===== config.mk =====
export PLATFORM = sky130hd
export DESIGN_NAME = lbcbf_mul
export DESIGN_NICKNAME = d
export VERILOG_FILES = /design/src/lbcbf_mul.sv
export SDC_FILE = /design/constraint.sdc
export NUM_CORES = 1
export LEC_CHECK = 0
export BUFFER_PORTS_ARGS = -buffer_cell sky130_fd_sc_hd__buf_2
export CAP_MARGIN = 20
export CORE_MARGIN = 5
export CORE_UTILIZATION = 41
export DETAILED_ROUTE_END_ITERATION = 8
export MAX_ROUTING_LAYER = met4
export PLACE_DENSITY = 0.58
export SETUP_SLACK_MARGIN = 0.05
export SLEW_MARGIN = 15
export SYNTH_ARGS = -nofsm -noshare
export SYNTH_HDL_FRONTEND = slang
export SYNTH_SLANG_ARGS = --single-unit

===== constraint.sdc =====
create_clock -name i_clk -period 7.5 [get_ports i_clk]
set_input_delay 0.375 -clock i_clk [delete_from_list [all_inputs] [get_ports i_clk]]
set_output_delay 0.375 -clock i_clk [all_outputs]
set_load 0.03 [all_outputs]

===== src/lbcbf_mul.sv =====
// Shared 32x32 multiplier, low word of the product, registered.
`default_nettype none
module lbcbf_mul (
    input  wire logic        i_clk,
    input  wire logic [31:0] i_a,
    input  wire logic [31:0] i_b,
    output logic      [31:0] o_p
);
    logic [63:0] full;
    logic [31:0] r_p;

    assign full = i_a * i_b;

    always_ff @(posedge i_clk) begin
        r_p <= full[31:0];
    end

    assign o_p = r_p;
endmodule
`default_nettype wire


==> results.ini <==
[hold_path]
hold_path_class=primary input to flop

[die]
fp.coreArea_mm2=0.0396
start_util_pct=41.4
die_h_um=210
boundaryPins=97
die_w_um=210
die_area_mm2=0.0442
num_rows=73

[synth]
yosysSeqAreaShare_pct=3.90
async_reset_ff_share_pct=0
synthDistinctLibCells=45
avgSynthCellArea_um2=9.43
synth_fp_nets=2337
synth_edf_count=0
synth_warnings=0
yosys_register_bits=32
syn_inst=1741
syn_area_mm2=0.0164
synth_ff_type=dfxtp_1

[global_route]
grt_usage_pct=20.9
grt_max_degree=31
grt_pass1_wl_mm=70.8
overflow=0
first_global_vias=12967
grt_antenna_before_repair=0

[timing]
drv_slew=0
worst_pin_slew_ns=0.771
fmax_ghz=0.145
min_period_over_period_pct=91.8
period_needed_ns=6.88
finalSetupTns_ns=0
relSlewSlack_pct=48.6
finalSetupViolCount=0
rsz0062_at_grt=false
finalHoldViolations=0

[clocking]
cts_max_level=2
path_clk_slew_ns=0.06
tritoncts=done
cts_setup_buffers=0
clk_path_buf_depth=2
postCtsHoldBufs=0
numCtsBuffers=5
clockRootBuffer=clkbuf_16
clock_sinks=32
cts.repair.resized=0

[routing]
wl_per_cell_um=18.6
drt_first_iter_violations=543
drc=0
vias_per_cell=4.95
drtPass1Iterations=5
vias=11506
drtAntennaViolNets=0
routed_wl_mm=43.2

[placement]
gp_congestion=0.848
dp_hpwl_mm=36.7
io_buffers=96

[setup_path]
cp_top_family=adder cells
path_max_fanout=27
crit_top_cell=fa_1
required_ns=7.73
cp_cell_sequence=buf_2, and2_1, fa_1, fa_1, fa_1, inv_1, fa_1, inv_1, fa_1, inv_1, fa_1, inv_1, fa_1, fa_1, ha_1, and4_1, and2_2, o31ai_1, o211a_1, a21oi_2, a41o_1, or4_1, nand3_1
cp.arrival_ns=7.12
critPathMaxStageDelay_ns=0.53
crit_buf_inv=5
cpMaxStageDelayCell=fa_1
crit_type=primary input to flop
endpoint_kind=flop
critPathLaunchType=primary input

[finish]
area_growth_pct=7.62
largest_reg_flops=32
num-nets-final=2392
final_layout_size_suffix_gt1_share_pct=8.29

[status]
status=finished clean

[flow_run]
cap_violations=0

synth_stat cells (6+ instances only):
master	count	area share [%]
fa_1	408	50
and2_1	368	14
inv_1	363	8.3
nand2_1	169	3.9
ha_1	123	9.4
clkbuf_1	80	1.8
xnor2_1	65	3.5
dfxtp_1	32	3.9
a21oi_1	22	0.67
xor2_1	19	1.0
nor2_1	11	0.25
o21ai_0	11	0.34
nand3_1	7	0.21
o21bai_1	6	0.27
cells in the final DEF (no fill, tap or decap), types with 3 or more instances in the layout:
cell	instances
dfxtp_1	32
and2_1	368
a211oi_1	4
fa_1	408
a21oi_1	22
nand2_1	169
nor2_1	11
xnor2_1	65
o211ai_1	3
nor3_1	5
a21o_1	5
o21ai_0	11
buf_4	32
xor2_1	19
a21o_2	5
clkbuf_16	5
buf_2	96
o21a_1	4
inv_1	363
nand3_1	7
o21bai_1	6
ha_1	123
through the flow:
step / instance area (um2) / utilization (%) / cells / setup WS, ns / hold slack (ns)
6_report: 17700 / 44.6 / 2323 / 0.617 / 0.733
5_1_grt: 17700 / 44.6 / 2322 / 0.282 / 0.753
4_1_cts: 17700 / 44.6 / 2322 / 0.611 / 0.739
3_5_place_dp: 17500 / 44.2 / 2314 / 0.311 / 0.811
3_3_place_gp: 17500 / 44.2 / 2314 / 0.379 / 0.810
2_1_floorplan: 16400 / - / 1741 / 0.727 / 0.502
path summary, 6_finish.rpt:
kind	start	endpoint	slack, ns	cells past startpoint
worst max-delay path	i_b[5]	o_p[29]$_DFF_P_	0.62	23
worst min-delay path	i_a[0]	o_p[0]$_DFF_P_	0.73	3
layout make-up:
type,instances,area (um2)
Fill cell,3958,22000
Clock buffer,5,125
Sequential cell,32,641
Clock inverter,3,46.3
Inverter,363,1360
Antenna cell,1,2.50
Timing Repair Buffer,128,721
Tap cell,525,657
Multi-Input combinational cell,1266,14100
cells by family after synthesis:
| family | synth area share, % |
|---|---|
| flops | 3.90 |
| simple gates | 19.1 |
| xor+xnor | 4.48 |
| compound gates | 3.26 |
| fa+ha+maj | 59.1 |
| buf+inv | 10.1 |
metal layers:
metal  wire, um  global-route usage, %  vias up
met5          0                      -        -
met4       1030                   4.25        0
met3       2040                   2.47       57
met2      21300                   34.9      303
met1      18800                   28.0     5986
li1           -                      -     5160
Power is not shown: default switching activity piles up to over one toggle a cycle in this logic, so the estimate is an artifact.
