$ cat src/lbcbf_pkg.sv
// Shared types and constants for the layered bit counter Bloom filter.
`default_nettype none
package lbcbf_pkg;

    localparam int MAX_BLOCKS_DEF  = 8;
    localparam int MAX_CELLS_DEF   = 1024;
    localparam int LAYERS_DEF      = 3;

    localparam int VALUE_BITS      = 8;
    localparam int MAX_KEY_BYTES   = 256;
    localparam int LEN_W           = 9;
    localparam int BLOCKS_W        = 4;
    localparam int CELLS_W         = 11;
    localparam int CFG_DATA_W      = 11;

    localparam logic [31:0] MIX_MUL = 32'h5bd1e995;

    localparam logic [1:0] OP_INSERT = 2'd0;
    localparam logic [1:0] OP_DELETE = 2'd1;
    localparam logic [1:0] OP_QUERY  = 2'd2;
    localparam logic [1:0] OP_NONE   = 2'd3;

    localparam logic CFG_ACTIVE_BLOCKS   = 1'b0;
    localparam logic CFG_CELLS_PER_BLOCK = 1'b1;

    typedef struct packed {
        logic [1:0]            opcode;
        logic [31:0]           key_word;
        logic [LEN_W-1:0]      key_length;
        logic                  last;
        logic [VALUE_BITS-1:0] value;
    } t_in_item;

    typedef struct packed {
        logic [VALUE_BITS-1:0] answer;
        logic                  was_query;
    } t_out_item;

    typedef struct packed {
        logic               start;
        logic [31:0]        dividend;
        logic [CELLS_W-1:0] divisor;
    } t_mod_req;

    typedef struct packed {
        logic               busy;
        logic               done;
        logic [CELLS_W-1:0] remainder;
    } t_mod_rsp;

endpackage
`default_nettype wire

$ cat src/lbcbf_mod.sv
// Restoring remainder unit, one dividend bit per cycle.
`default_nettype none
module lbcbf_mod (
    input  wire logic                i_clk,
    input  wire logic                i_rst_n,
    input  wire lbcbf_pkg::t_mod_req i_req,
    output lbcbf_pkg::t_mod_rsp      o_rsp
);
    import lbcbf_pkg::*;

    logic [31:0]        r_q;
    logic [CELLS_W-1:0] r_r;
    logic [CELLS_W-1:0] r_d;
    logic [5:0]         r_cnt;
    logic               r_busy;
    logic               r_done;
    logic [CELLS_W:0]   trial;
    logic [CELLS_W:0]   n_r;

    always_comb begin
        trial = {r_r, r_q[31]};
        n_r   = (trial >= {1'b0, r_d}) ? trial - {1'b0, r_d} : trial;
    end

    always_ff @(posedge i_clk) begin
        if (!i_rst_n) begin
            r_busy <= 1'b0;
            r_done <= 1'b0;
            r_cnt  <= '0;
        end else begin
            r_done <= 1'b0;
            if (i_req.start) begin
                r_q    <= i_req.dividend;
                r_d    <= i_req.divisor;
                r_r    <= '0;
                r_cnt  <= 6'd32;
                r_busy <= 1'b1;
            end else if (r_busy) begin
                r_q   <= {r_q[30:0], 1'b0};
                r_r   <= n_r[CELLS_W-1:0];
                r_cnt <= r_cnt - 6'd1;
                if (r_cnt == 6'd1) begin
                    r_busy <= 1'b0;
                    r_done <= 1'b1;
                end
            end
        end
    end

    assign o_rsp.busy      = r_busy;
    assign o_rsp.done      = r_done;
    assign o_rsp.remainder = r_r;
endmodule
`default_nettype wire

$ cat config.mk
export PLATFORM = sky130hd
export DESIGN_NAME = lbcbf_mod
export DESIGN_NICKNAME = d
export VERILOG_FILES = /design/src/lbcbf_pkg.sv /design/src/lbcbf_mod.sv
export SDC_FILE = /design/constraint.sdc
export NUM_CORES = 1
export LEC_CHECK = 0
export ABC_AREA = 1
export BUFFER_PORTS_ARGS = -buffer_cell sky130_fd_sc_hd__buf_4
export CAP_MARGIN = 0
export CORE_ASPECT_RATIO = 1.5
export CORE_UTILIZATION = 45
export CTS_CLUSTER_SIZE = 14
export DETAILED_ROUTE_END_ITERATION = 8
export GPL_TIMING_DRIVEN = 1
export PLACE_DENSITY = 0.68
export SYNTH_ARGS = -nofsm -noshare
export SYNTH_HDL_FRONTEND = slang
export SYNTH_SLANG_ARGS = --single-unit
$ cat constraint.sdc
create_clock -name i_clk -period 2.3 [get_ports i_clk]
set_clock_uncertainty 0.15 [all_clocks]
set_input_delay 0 -clock i_clk [delete_from_list [all_inputs] [get_ports i_clk]]
set_output_delay 0 -clock i_clk [all_outputs]
set_load 0.02 [all_outputs]
==> results of run 1 <==
## flip-flops by register name, summed over array words and instances, names as in the netlist
name    count
r_q        32
r_d        11
r_r        11
r_cnt       6
r_busy      1
r_done      1
## cell families after synthesis
| logic type | count (synthesis) | synth area share (%) |
|---|---|---|
| xor+xnor | 5 | 1.30 |
| fa+ha+maj | 14 | 5.44 |
| flops | 62 | 53.0 |
| buf+inv | 66 | 8.15 |
| compound gates | 20 | 4.13 |
| simple gates | 221 | 28.0 |
## synth_stat cells
cell type                  instances  area share, %
sky130_fd_sc_hd__nand3_1          11            1.6
sky130_fd_sc_hd__clkbuf_1          8           0.89
sky130_fd_sc_hd__inv_2             9            1.0
sky130_fd_sc_hd__nor4_1            1           0.19
sky130_fd_sc_hd__or2_2             1           0.19
sky130_fd_sc_hd__a21oi_1           7            1.0
sky130_fd_sc_hd__nand3_4           1           0.52
sky130_fd_sc_hd__buf_4             2           0.45
sky130_fd_sc_hd__xor2_1            4            1.0
sky130_fd_sc_hd__edfxtp_1         54             48
sky130_fd_sc_hd__nor2_2            4           0.74
sky130_fd_sc_hd__nand2_1         153             17
sky130_fd_sc_hd__o21a_1            1           0.22
sky130_fd_sc_hd__o21ai_0           1           0.15
sky130_fd_sc_hd__inv_1            43            4.8
sky130_fd_sc_hd__a211oi_1          1           0.22
sky130_fd_sc_hd__dfxtp_1           8            4.8
sky130_fd_sc_hd__nor2_1           33            3.7
sky130_fd_sc_hd__ha_1             13            4.8
sky130_fd_sc_hd__o21ai_2           8            2.1
sky130_fd_sc_hd__buf_6             1           0.34
sky130_fd_sc_hd__fa_1              1           0.60
sky130_fd_sc_hd__nand4_1           7            1.3
sky130_fd_sc_hd__or2_4             1           0.26
sky130_fd_sc_hd__xnor2_1           1           0.26
sky130_fd_sc_hd__nor2_4            1           0.34
sky130_fd_sc_hd__clkinv_1          2           0.22
sky130_fd_sc_hd__a31oi_1           1           0.19
sky130_fd_sc_hd__nand2_2           2           0.37
sky130_fd_sc_hd__o31ai_1           1           0.22
sky130_fd_sc_hd__buf_8             1           0.45
sky130_fd_sc_hd__nor3_1            2           0.30
sky130_fd_sc_hd__nand2_4           4            1.3
## metrics by stage
step                      util, %   TNS, ns  instance area (µm²)
final                        63.6         0                 4600
after global routing         63.6  -0.00442                 4600
after CTS                    63.2         0                 4570
after detailed placement     54.7   -0.0289                 3950
after global placement       54.7         0                 3950
after floorplan                 -         0                 3360
## critical path, stage by stage, from the launching register on
cell                       delay [ns]
sky130_fd_sc_hd__edfxtp_1        0.36
sky130_fd_sc_hd__inv_1           0.05
sky130_fd_sc_hd__ha_1            0.22
sky130_fd_sc_hd__fa_2            0.35
sky130_fd_sc_hd__inv_1           0.08
sky130_fd_sc_hd__nand2_1         0.06
sky130_fd_sc_hd__nand2_2         0.10
sky130_fd_sc_hd__nand2_4         0.07
sky130_fd_sc_hd__nand2_4         0.06
sky130_fd_sc_hd__nand2_4         0.06
sky130_fd_sc_hd__nand3_4         0.12
sky130_fd_sc_hd__buf_12          0.14
sky130_fd_sc_hd__nand2_4         0.04
sky130_fd_sc_hd__nand2_2         0.06
sky130_fd_sc_hd__nor2_2          0.03
## where the power goes
part | total [mW] | switching, mW | internal [mW] | leakage, nW
Clock | 0.787 | 0.403 | 0.384 | 0.0788
Sequential | 1.42 | 0.0574 | 1.36 | 0.590
Combinational | 0.912 | 0.504 | 0.408 | 1.54
## repair_timing
action                                  CTS  global route
cloned                                    0             0
endpoints found under the setup margin    4            11
resized for setup                         2             4
setup buffers                             0             2
hold buffers                             46             0
endpoints found under the hold margin    50             0
## how the worst max path moves through the flow
stage	depth (start not counted)	to
final	14	r_r[2]
after floorplan	13	r_r[2]
after global routing	13	r_r[7]
after detailed placement	13	r_r[8]
after global placement	13	r_r[4]
after CTS	13	r_r[8]
## final cells by class
cell class | count | area (µm²) | share of cell area (%)
inverter | 54 | 205 | 4.47
timing repair buffer | 116 | 1010 | 22.0
clock buffer | 13 | 139 | 3.02
multi-input combinational | 260 | 1320 | 28.7
clock inverter | 3 | 13.8 | 0.299
sequential | 62 | 1780 | 38.8
tap | 100 | 125 | 2.72
## layer usage
| metal | global-route usage [%] | wire [µm] | part of all wire (%) | vias up |
|---|---|---|---|---|
| met4 | 11.8 | 181 | 2.5 | 0 |
| met3 | 4.31 | 224 | 3.0 | 14 |
| met5 | 0 | 0 | 0 | - |
| met1 | 23.7 | 2970 | 40 | 1303 |
| li1 | - | - | - | 1461 |
| met2 | 38.2 | 3990 | 54 | 64 |
==> impl_metrics.xml, run 1 <==
<?xml version="1.0" encoding="UTF-8"?>
<metrics>
  <group name="grt">
    <metric name="maximum_number_of_pins_on_one_net_before_global_route_repair" unit="">45</metric>
    <metric name="wire_length_of_the_first_global_routing_pass" unit="µm">12500</metric>
    <metric name="antenna_found_initial" unit="">0</metric>
    <metric name="gr-total-overflow" unit="">0</metric>
    <metric name="vias_in_the_first_global_route" unit="">2880</metric>
    <metric name="grt.total_usage" unit="%">21.6</metric>
  </group>
  <group name="hold_path">
    <metric name="hold_path_class" unit="">primary input to flop</metric>
    <metric name="worstHoldPathCells" unit="">2</metric>
    <metric name="hold_path.startpoint" unit="">i_req[0]</metric>
    <metric name="hold_end" unit="">r_d[0]</metric>
  </group>
  <group name="clock_tree">
    <metric name="htree_levels" unit="">3</metric>
    <metric name="clock_insertion_delay_worst_skew" unit="ns">0.36</metric>
    <metric name="cts_tree" unit="">done</metric>
    <metric name="cts-buffers-inserted" unit="">9</metric>
    <metric name="clk_pin_slew_worst_paths" unit="ns">0.07</metric>
    <metric name="clock_sinks" unit="">62</metric>
    <metric name="clock-root-buffer" unit="">sky130_fd_sc_hd__clkbuf_8</metric>
    <metric name="clk_path_buf_depth" unit="">2</metric>
  </group>
  <group name="sta">
    <metric name="period_needed" unit="ns">2.18</metric>
    <metric name="hold_ws" unit="ns">0.204</metric>
    <metric name="total_of_endpoints_with_negative_setup_slack_in_the_final_report" unit="">0</metric>
    <metric name="slew_viol_final" unit="">0</metric>
    <metric name="clock.fmax" unit="GHz">0.459</metric>
    <metric name="post_route_setup_slack" unit="ns">0.121</metric>
    <metric name="worst_slew_pin_slew" unit="ns">0.766</metric>
    <metric name="slew_headroom" unit="%">48.9</metric>
    <metric name="timing_hold_violations_final" unit="">0</metric>
    <metric name="timing.final.crit_share" unit="%">94.8</metric>
  </group>
  <group name="outcome">
    <metric name="run_status" unit="">completed</metric>
  </group>
  <group name="floorplan">
    <metric name="core_area" unit="mm²">0.00723</metric>
    <metric name="rows" unit="">38</metric>
    <metric name="io-pin-count" unit="">59</metric>
    <metric name="initial_utilization" unit="%">46.5</metric>
    <metric name="die-area" unit="mm²">0.00782</metric>
    <metric name="die_h" unit="µm">108</metric>
    <metric name="chip_width" unit="µm">72.6</metric>
  </group>
  <group name="synthesis">
    <metric name="synthesis.area" unit="mm²">0.00336</metric>
    <metric name="syn_nets" unit="">448</metric>
    <metric name="yosys_register_bits" unit="">62</metric>
    <metric name="sequential_area_share_after_synthesis" unit="%">53.0</metric>
    <metric name="yosys.cell_types.count" unit="">33</metric>
    <metric name="syn_avg_cell_area" unit="µm²">8.66</metric>
    <metric name="synth_warnings" unit="">0</metric>
    <metric name="synth_cells" unit="">388</metric>
  </group>
  <group name="critical_path">
    <metric name="timing.rr.end" unit="">r_r[2]</metric>
    <metric name="worst-r2r-cell-count" unit="">14</metric>
    <metric name="cp-startpoint" unit="">r_q[31]</metric>
    <metric name="critical_path.reg2reg.startpoint" unit="">r_q[31]</metric>
    <metric name="endpoint_kind" unit="">flop</metric>
    <metric name="worst_ep_required_time" unit="ns">2.28</metric>
    <metric name="arrival" unit="ns">2.16</metric>
    <metric name="critical_path_class" unit="">flop to flop</metric>
    <metric name="worst-r2r-setup-slack" unit="ns">0.12</metric>
    <metric name="worstPathMaxFanout" unit="">7</metric>
    <metric name="cp-start-kind" unit="">flop</metric>
  </group>
  <group name="detailed_routing">
    <metric name="routed_via_density" unit="">4.67</metric>
    <metric name="antenna_violating_nets_post_route" unit="">0</metric>
    <metric name="routed_wl" unit="µm">7360</metric>
    <metric name="drt_first_pass_iters" unit="">4</metric>
    <metric name="vias" unit="">2842</metric>
    <metric name="route.detailed.wl_per_inst" unit="µm">12.1</metric>
    <metric name="first_iter_violations" unit="">97</metric>
    <metric name="detail_route.drc_violations" unit="">0</metric>
  </group>
  <group name="flow_run">
    <metric name="max_cap_violations" unit="">0</metric>
  </group>
  <group name="place">
    <metric name="placed_cells" unit="">544</metric>
    <metric name="gpl.final_weighted_congestion" unit="">0.921</metric>
    <metric name="place_hpwl" unit="µm">4940</metric>
    <metric name="preCtsSetupSlack" unit="ns">-0.0289</metric>
    <metric name="port-buffer-count" unit="">58</metric>
  </group>
  <group name="final_layout">
    <metric name="insertedDiodeCount" unit="">0</metric>
    <metric name="leading_cell_type_in_the_layout_fill_and_taps_excluded" unit="">sky130_fd_sc_hd__nand2_1</metric>
    <metric name="syn2layout_area_growth" unit="%">36.7</metric>
    <metric name="final.fill_count" unit="">613</metric>
    <metric name="final_cell_count_no_fill" unit="">608</metric>
    <metric name="num-nets-final" unit="">563</metric>
    <metric name="commonest_non_fill_non_tap_cells_in_the_layout" unit="">151 x sky130_fd_sc_hd__nand2_1, 68 x sky130_fd_sc_hd__buf_4, 54 x sky130_fd_sc_hd__edfxtp_1, 46 x sky130_fd_sc_hd__dlygate4sd3_1, 43 x sky130_fd_sc_hd__inv_1</metric>
    <metric name="share_of_cells_above_drive_strength_1" unit="%">23.2</metric>
  </group>
  <group name="power_and_ir_drop">
    <metric name="cellLeakagePower" unit="nW">2.21</metric>
    <metric name="p_total" unit="mW">3.12</metric>
    <metric name="power.ir.vdd_worst" unit="mV">0.430</metric>
    <metric name="power.density" unit="mW/mm²">678</metric>
  </group>
</metrics>
No activity file was read; power rests on OpenSTA's default activity.
==> inputs of run 2 (changes only) <==
==> constraint.sdc (replaced) <==
create_clock -name i_clk -period 2.3 [get_ports i_clk]
set_clock_uncertainty 0.15 [all_clocks]
set_input_delay 0.23 -clock i_clk [delete_from_list [all_inputs] [get_ports i_clk]]
set_output_delay 0.23 -clock i_clk [all_outputs]
set_load 0.02 [all_outputs]
==> run 2 against run 1 <==
Net effect: critical path type unchanged; power down 1.1%; core utilization down 2.0 points; critical endpoint is now r_r[8]; first-iteration DRC count up 41%; worst hold slack worse by 0.19 ns; combinational power down 2.6%; clock power down 1%; die area unchanged.
==> impl_metrics.xml, run 2 (synthesized netlist as in run 1, its figures left out) <==
<?xml version="1.0" encoding="UTF-8"?>
<metrics>
  <group name="outcome">
    <metric name="run_status" unit="">completed</metric>
  </group>
  <group name="sta">
    <metric name="timing.final.crit_share" unit="%">95.7</metric>
    <metric name="total_of_endpoints_with_negative_setup_slack_in_the_final_report" unit="">0</metric>
    <metric name="unrepaired_setup_endpoints_after_global_routing" unit="">no</metric>
    <metric name="worst_slew_pin_slew" unit="ns">0.775</metric>
    <metric name="clock.fmax" unit="GHz">0.454</metric>
    <metric name="period_needed" unit="ns">2.20</metric>
    <metric name="hold_ws" unit="ns">0.0171</metric>
    <metric name="slew_viol_final" unit="">0</metric>
    <metric name="slew_headroom" unit="%">48.3</metric>
    <metric name="timing_hold_violations_final" unit="">0</metric>
  </group>
  <group name="final_layout">
    <metric name="layout_top_registers" unit="">r_q x32, r_d x11, r_r x11</metric>
    <metric name="layout.cell_area.non_filler" unit="mm²">0.00445</metric>
    <metric name="finish.utilization" unit="%">61.6</metric>
    <metric name="commonest_non_fill_non_tap_cells_in_the_layout" unit="">151 x sky130_fd_sc_hd__nand2_1, 68 x sky130_fd_sc_hd__buf_4, 54 x sky130_fd_sc_hd__edfxtp_1, 43 x sky130_fd_sc_hd__inv_1</metric>
    <metric name="share_of_cells_above_drive_strength_1" unit="%">24.0</metric>
    <metric name="largest_reg_flops" unit="">32</metric>
    <metric name="num-nets-final" unit="">548</metric>
    <metric name="leading_cell_type_in_the_layout_fill_and_taps_excluded" unit="">sky130_fd_sc_hd__nand2_1</metric>
    <metric name="insertedDiodeCount" unit="">0</metric>
    <metric name="register_name_with_the_most_flops" unit="">r_q</metric>
    <metric name="syn2layout_area_growth" unit="%">32.5</metric>
  </group>
  <group name="clock_tree">
    <metric name="cts-buffers-inserted" unit="">9</metric>
    <metric name="cts_tree" unit="">done</metric>
    <metric name="clock_sinks" unit="">62</metric>
    <metric name="clk_path_buf_depth" unit="">2</metric>
    <metric name="clock_insertion_delay_worst_skew" unit="ns">0.34</metric>
    <metric name="clk_pin_slew_worst_paths" unit="ns">0.07</metric>
    <metric name="clock-root-buffer" unit="">sky130_fd_sc_hd__clkbuf_8</metric>
    <metric name="htree_levels" unit="">3</metric>
  </group>
  <group name="grt">
    <metric name="wire_length_of_the_first_global_routing_pass" unit="µm">11900</metric>
    <metric name="grt.total_usage" unit="%">20.2</metric>
    <metric name="gr-total-overflow" unit="">0</metric>
    <metric name="antenna_found_initial" unit="">0</metric>
    <metric name="maximum_number_of_pins_on_one_net_before_global_route_repair" unit="">43</metric>
    <metric name="vias_in_the_first_global_route" unit="">2703</metric>
  </group>
  <group name="floorplan">
    <metric name="die_h" unit="µm">108</metric>
    <metric name="initial_utilization" unit="%">46.5</metric>
    <metric name="core_area" unit="mm²">0.00723</metric>
    <metric name="chip_width" unit="µm">72.6</metric>
    <metric name="die-area" unit="mm²">0.00782</metric>
    <metric name="rows" unit="">38</metric>
    <metric name="io-pin-count" unit="">59</metric>
  </group>
  <group name="power_and_ir_drop">
    <metric name="cellLeakagePower" unit="nW">2.14</metric>
    <metric name="power.density" unit="mW/mm²">692</metric>
    <metric name="power.ir.vdd_worst" unit="mV">0.383</metric>
  </group>
  <group name="detailed_routing">
    <metric name="routed_via_density" unit="">4.65</metric>
    <metric name="routed_wl" unit="µm">7090</metric>
    <metric name="route.detailed.wl_per_inst" unit="µm">12.0</metric>
    <metric name="antenna_violating_nets_post_route" unit="">0</metric>
    <metric name="detail_route.drc_violations" unit="">0</metric>
    <metric name="first_iter_violations" unit="">137</metric>
    <metric name="vias" unit="">2755</metric>
    <metric name="drt_first_pass_iters" unit="">4</metric>
  </group>
  <group name="critical_path">
    <metric name="critical-path-top-delay-family" unit="">simple AND/OR/NAND/NOR gates</metric>
    <metric name="cp.buffers_inverters" unit="">2</metric>
    <metric name="cpPeakStageDelay" unit="ns">0.45</metric>
    <metric name="critical_path_class" unit="">flop to flop</metric>
    <metric name="worstPathMaxFanout" unit="">7</metric>
    <metric name="cp-start-kind" unit="">flop</metric>
    <metric name="path_common_cell" unit="">sky130_fd_sc_hd__nand2_4</metric>
    <metric name="worst_ep_required_time" unit="ns">2.25</metric>
    <metric name="arrival" unit="ns">2.15</metric>
    <metric name="crit_slowest_cell" unit="">sky130_fd_sc_hd__edfxtp_1</metric>
    <metric name="crit_path_cell_trace" unit="">ha_2, nand2_1, clkinv_1, nand3_1, nand2_4, nand2_4, nand3_4, buf_4, o21ai_2, nor2_1</metric>
    <metric name="endpoint_kind" unit="">flop</metric>
  </group>
  <group name="place">
    <metric name="place_hpwl" unit="µm">5000</metric>
    <metric name="detailed_place.area" unit="mm²">0.00395</metric>
    <metric name="gpl.final_weighted_congestion" unit="">0.922</metric>
    <metric name="port-buffer-count" unit="">58</metric>
  </group>
  <group name="flow_run">
    <metric name="max_cap_violations" unit="">0</metric>
  </group>
  <group name="hold_path">
    <metric name="hold_path_class" unit="">primary input to flop</metric>
  </group>
</metrics>
## run 2: changes by cell type in the layout (fill, tap and decap cells not counted), sizes merged
cell,change
clkbuf,-1
dlygate4sd3,-15
## run 2: metal layers
layer / track usage, % / part of all wire, % / up-vias
li1: - / - / 1427
met1: 22.8 / 40 / 1245
met2: 35.6 / 53 / 68
met3: 5.24 / 4.2 / 15
met4: 8.26 / 2.5 / 0
met5: 0 / 0 / -
## run 2: tightest hold or removal path, delay by kind of cell
family / cells / cell delay, ns
buf+inv: 1 / 0.07
simple gates: 2 / 0.10
## run 2: area by class of cell
class | count | area (µm²)
clock buffer | 12 | 135
clock inverter | 3 | 12.5
fill | 632 | 2770
inverter | 54 | 205
multi-input combinational | 260 | 1330
sequential | 62 | 1780
tap | 100 | 125
timing repair buffer | 101 | 861
## run 2: worst paths after layout
check | from | slack [ns] | end | depth (start not counted)
min | i_req[12] | 0.02 | r_q[1] | 3
min reg2reg | r_cnt[5] | 0.33 | r_cnt[5] | 2
max | r_r[1] | 0.1 | r_r[8] | 10
max reg2reg | r_r[1] | 0.1 | r_r[8] | 10
## run 2: repair_timing
action,CTS,global route
hold endpoints to repair,31,0
buffers inserted,1,1
endpoints found under the setup margin,6,9
resized for setup,1,6
hold buffers,31,0
## run 2: report_power, final
part	switching, mW	internal, mW	total, mW
combinational	0.497	0.392	0.888
clock	0.401	0.377	0.778
sequential	0.0570	1.36	1.42
total	0.955	2.13	3.08
## run 2: per-stage QoR
stage | TNS [ns] | worst slack (ns) | total power, mW | instances
after global routing | 0 | 0.00739 | 3.26 | 592
final | 0 | 0.0982 | 3.08 | 592
after floorplan | 0 | 0.0745 | 1.99 | 388
after global placement | 0 | 0.0682 | 2.24 | 544
after CTS | 0 | 0.0219 | 3.08 | 591
after detailed placement | -0.0410 | -0.0334 | 2.26 | 544
==> inputs of run 3 (changes only) <==
ABC_AREA = unset   (was 1)
CORE_MARGIN = 2   (was unset)
PLACE_DENSITY = 0.69   (was 0.68)
==> run 3 against run 2 <==
Net effect: the flow now finishes with violations (negative setup slack); sequential share of layout area is 2.2 points higher; first-iteration DRC count is 18% higher; synthesized area is 7.4% lower; clock power is 2.8% lower; sequential cell count stayed put; clock-buffer cell count is 2 lower; core utilization is 0.90 points higher; global-route usage is 0.93 points lower; wire length is 6.8% lower; worst hold slack better by 0.013 ns; critical path depth is 1 higher; critical endpoint is now r_r[1]; largest power group unchanged.
==> impl_metrics.xml, run 3 <==
<?xml version="1.0" encoding="UTF-8"?>
<metrics>
  <group name="outcome">
    <metric name="run_status" unit="">finished with violations</metric>
    <metric name="violations" unit="">negative setup slack</metric>
  </group>
  <group name="place">
    <metric name="placed_cells" unit="">402</metric>
    <metric name="place_hpwl" unit="µm">4700</metric>
    <metric name="detailed_place.area" unit="mm²">0.00382</metric>
    <metric name="gpl.final_weighted_congestion" unit="">0.978</metric>
    <metric name="preCtsSetupSlack" unit="ns">-0.177</metric>
    <metric name="port-buffer-count" unit="">58</metric>
  </group>
  <group name="grt">
    <metric name="antenna_found_initial" unit="">0</metric>
    <metric name="maximum_number_of_pins_on_one_net_before_global_route_repair" unit="">32</metric>
    <metric name="vias_in_the_first_global_route" unit="">2387</metric>
    <metric name="gr-total-overflow" unit="">0</metric>
    <metric name="wire_length_of_the_first_global_routing_pass" unit="µm">11000</metric>
    <metric name="grt.total_usage" unit="%">19.3</metric>
  </group>
  <group name="final_layout">
    <metric name="finish.utilization" unit="%">62.5</metric>
    <metric name="layout.cell_area.non_filler" unit="mm²">0.00423</metric>
    <metric name="final_cell_count_no_fill" unit="">432</metric>
    <metric name="leading_cell_type_in_the_layout_fill_and_taps_excluded" unit="">sky130_fd_sc_hd__buf_4</metric>
    <metric name="final.fill_count" unit="">551</metric>
    <metric name="insertedDiodeCount" unit="">0</metric>
    <metric name="num-nets-final" unit="">411</metric>
    <metric name="share_of_cells_above_drive_strength_1" unit="%">43.2</metric>
    <metric name="largest_reg_flops" unit="">32</metric>
    <metric name="layout_top_registers" unit="">r_q x32, r_d x11, r_r x11</metric>
    <metric name="commonest_non_fill_non_tap_cells_in_the_layout" unit="">83 x sky130_fd_sc_hd__buf_4, 54 x sky130_fd_sc_hd__edfxtp_1, 31 x sky130_fd_sc_hd__mux2_2, 19 x sky130_fd_sc_hd__nor2_1, 16 x sky130_fd_sc_hd__inv_1</metric>
    <metric name="syn2layout_area_growth" unit="%">35.8</metric>
    <metric name="register_name_with_the_most_flops" unit="">r_q</metric>
  </group>
  <group name="floorplan">
    <metric name="die-area" unit="mm²">0.00761</metric>
    <metric name="initial_utilization" unit="%">46.0</metric>
    <metric name="chip_width" unit="µm">71.9</metric>
    <metric name="io-pin-count" unit="">59</metric>
    <metric name="die_h" unit="µm">106</metric>
    <metric name="rows" unit="">37</metric>
    <metric name="core_area" unit="mm²">0.00676</metric>
  </group>
  <group name="sta">
    <metric name="unrepaired_setup_endpoints_after_global_routing" unit="">yes</metric>
    <metric name="worst_slew_pin_slew" unit="ns">0.577</metric>
    <metric name="timing.final.crit_share" unit="%">105</metric>
    <metric name="post_route_setup_slack" unit="ns">-0.126</metric>
    <metric name="clock.fmax" unit="GHz">0.412</metric>
    <metric name="timing_hold_violations_final" unit="">0</metric>
    <metric name="slew_headroom" unit="%">61.2</metric>
    <metric name="slew_viol_final" unit="">0</metric>
    <metric name="period_needed" unit="ns">2.43</metric>
    <metric name="total_of_endpoints_with_negative_setup_slack_in_the_final_report" unit="">11</metric>
  </group>
  <group name="critical_path">
    <metric name="timing.rr.end" unit="">r_r[1]</metric>
    <metric name="critical_path_class" unit="">flop to flop</metric>
    <metric name="critical_path.reg2reg.startpoint" unit="">r_q[31]</metric>
    <metric name="cp-start-kind" unit="">flop</metric>
    <metric name="arrival" unit="ns">2.46</metric>
    <metric name="endpoint_kind" unit="">flop</metric>
    <metric name="worst-r2r-cell-count" unit="">11</metric>
    <metric name="worstPathMaxFanout" unit="">4</metric>
    <metric name="crit_slowest_cell" unit="">sky130_fd_sc_hd__edfxtp_1</metric>
    <metric name="crit_path_cell_trace" unit="">inv_1, ha_2, fa_2, nand2b_4, a21oi_4, o2111ai_4, a21oi_4, buf_6, buf_6, nor2_4, a211oi_2</metric>
    <metric name="worst_setup_path_endpoint" unit="">r_r[1]</metric>
    <metric name="worst-r2r-setup-slack" unit="ns">-0.13</metric>
    <metric name="cpPeakStageDelay" unit="ns">0.35</metric>
    <metric name="worst_ep_required_time" unit="ns">2.33</metric>
    <metric name="cp-startpoint" unit="">r_q[31]</metric>
  </group>
  <group name="clock_tree">
    <metric name="clock_sinks" unit="">62</metric>
    <metric name="clk_path_buf_depth" unit="">2</metric>
    <metric name="clock-root-buffer" unit="">sky130_fd_sc_hd__clkbuf_8</metric>
    <metric name="clock_insertion_delay_worst_skew" unit="ns">0.34</metric>
    <metric name="htree_levels" unit="">3</metric>
    <metric name="cts-buffers-inserted" unit="">9</metric>
    <metric name="cts_tree" unit="">done</metric>
    <metric name="clk_pin_slew_worst_paths" unit="ns">0.07</metric>
  </group>
  <group name="detailed_routing">
    <metric name="first_iter_violations" unit="">161</metric>
    <metric name="drt_first_pass_iters" unit="">4</metric>
    <metric name="vias" unit="">2249</metric>
    <metric name="routed_via_density" unit="">5.21</metric>
    <metric name="antenna_violating_nets_post_route" unit="">0</metric>
    <metric name="routed_wl" unit="µm">6610</metric>
    <metric name="route.detailed.wl_per_inst" unit="µm">15.3</metric>
    <metric name="detail_route.drc_violations" unit="">0</metric>
  </group>
  <group name="synthesis">
    <metric name="async_reset_ff_share" unit="%">0</metric>
    <metric name="post_synth_main_area_contributors" unit="">sky130_fd_sc_hd__edfxtp_1 52%, sky130_fd_sc_hd__mux2_2 11%, sky130_fd_sc_hd__ha_1 5.2%</metric>
    <metric name="postSynth.topFlopCell" unit="">sky130_fd_sc_hd__edfxtp_1</metric>
    <metric name="synth_simple_gate_area_share" unit="%">10.2</metric>
    <metric name="largest_family_of_logic_cells_by_synthesized_area" unit="">multiplexers</metric>
    <metric name="synth.top_cell.area_share" unit="%">52.1</metric>
    <metric name="synth_xor_area_share" unit="%">2.25</metric>
    <metric name="synthDominantAreaCellType" unit="">sky130_fd_sc_hd__edfxtp_1</metric>
    <metric name="yosys.cell_count.top_type" unit="">sky130_fd_sc_hd__edfxtp_1</metric>
    <metric name="synth_enable_flop_cells" unit="">54</metric>
    <metric name="synth_cells" unit="">249</metric>
    <metric name="yosys.area_share.adder" unit="%">5.87</metric>
    <metric name="yosys.cell_types.count" unit="">40</metric>
    <metric name="yosys-top-cells-count" unit="">54 x sky130_fd_sc_hd__edfxtp_1, 31 x sky130_fd_sc_hd__mux2_2, 21 x sky130_fd_sc_hd__nor2_1</metric>
    <metric name="synthMuxAreaShare" unit="%">12.2</metric>
    <metric name="synth-compound-area-share" unit="%">8.81</metric>
    <metric name="syn_nets" unit="">309</metric>
    <metric name="yosys_register_bits" unit="">62</metric>
    <metric name="sequential_area_share_after_synthesis" unit="%">57.3</metric>
    <metric name="syn_avg_cell_area" unit="µm²">12.5</metric>
    <metric name="synth_warnings" unit="">0</metric>
    <metric name="synthesis.area" unit="mm²">0.00311</metric>
  </group>
  <group name="flow_run">
    <metric name="max_cap_violations" unit="">0</metric>
  </group>
  <group name="hold_path">
    <metric name="hold_path_class" unit="">primary input to flop</metric>
  </group>
  <group name="power_and_ir_drop">
    <metric name="cellLeakagePower" unit="nW">1.73</metric>
    <metric name="power.ir.vdd_worst" unit="mV">0.474</metric>
    <metric name="power.density" unit="mW/mm²">703</metric>
  </group>
</metrics>
## run 3: kinds of logic after synthesis
logic type,count (synthesis)
muxes,34
AOI/OAI and AO/OA,41
adders and majority gates,14
xor gates and xnor gates,8
and+or+nand+nor,64
buffers and inverters,26
DFF,62
## run 3: through the flow
step	setup TNS, ns	hold slack (ns)	power, mW
2_1_floorplan	-0.128	0.179	1.83
3_3_place_gp	-0.498	0.259	2.09
3_5_place_dp	-1.08	0.259	2.11
4_1_cts	-0.626	0.0160	2.93
5_1_grt	-1.97	0.0203	3.13
6_report	-0.883	0.0304	2.97
## run 3: timing repair
item,CTS,global route
hold buffers,12,0
cloned,0,0
setup endpoints to repair,11,11
gates resized for setup,11,12
pin swaps,12,3
hold endpoints to repair,12,0
buffers inserted,3,2
## run 3: report_power, final
part	switching, mW	internal (mW)	leakage [nW]
combinational	0.406	0.437	1.08
clock	0.390	0.366	0.0745
sequential	0.0409	1.33	0.581
## run 3: worst min-delay path by stage
stage,from,slack (ns),cells past startpoint,end
6_report,i_req[11],0.03,2,r_q[0]
5_1_grt,i_req[42],0.02,2,r_q[31]
4_1_cts,i_req[11],0.02,2,r_q[0]
3_5_place_dp,i_req[1],0.26,1,r_d[1]
3_3_place_gp,i_req[6],0.26,1,r_d[6]
2_1_floorplan,i_req[0],0.18,0,r_d[0]
## run 3: final cells by class
class | count | area (µm²) | share of cell area [%]
well taps | 78 | 97.6 | 2.31
repair buffers | 100 | 808 | 19.1
clock buffers | 10 | 128 | 3.02
multi-input cells | 161 | 1330 | 31.5
inverters | 17 | 63.8 | 1.51
flip-flops and latches | 62 | 1780 | 42.2
clock inverters | 4 | 16.3 | 0.385
## run 3: worst max-delay path: cells and delay by family (launching register included)
family | cells | cell delay (ns)
AND/OR/NAND/NOR | 2 | 0.20
adder cells (fa/ha/maj) | 2 | 0.54
flip-flops | 1 | 0.35
AO/OA/AOI/OAI | 4 | 0.73
buffers and inverters | 3 | 0.31
## run 3: per-layer routing
metal	global-route usage (%)	part of all wire, %	up-vias
li1	-	-	1114
met2	31.0	53	56
met3	6.31	4.9	14
met1	23.1	39	1065
met4	9.16	2.5	0
met5	0	0	-
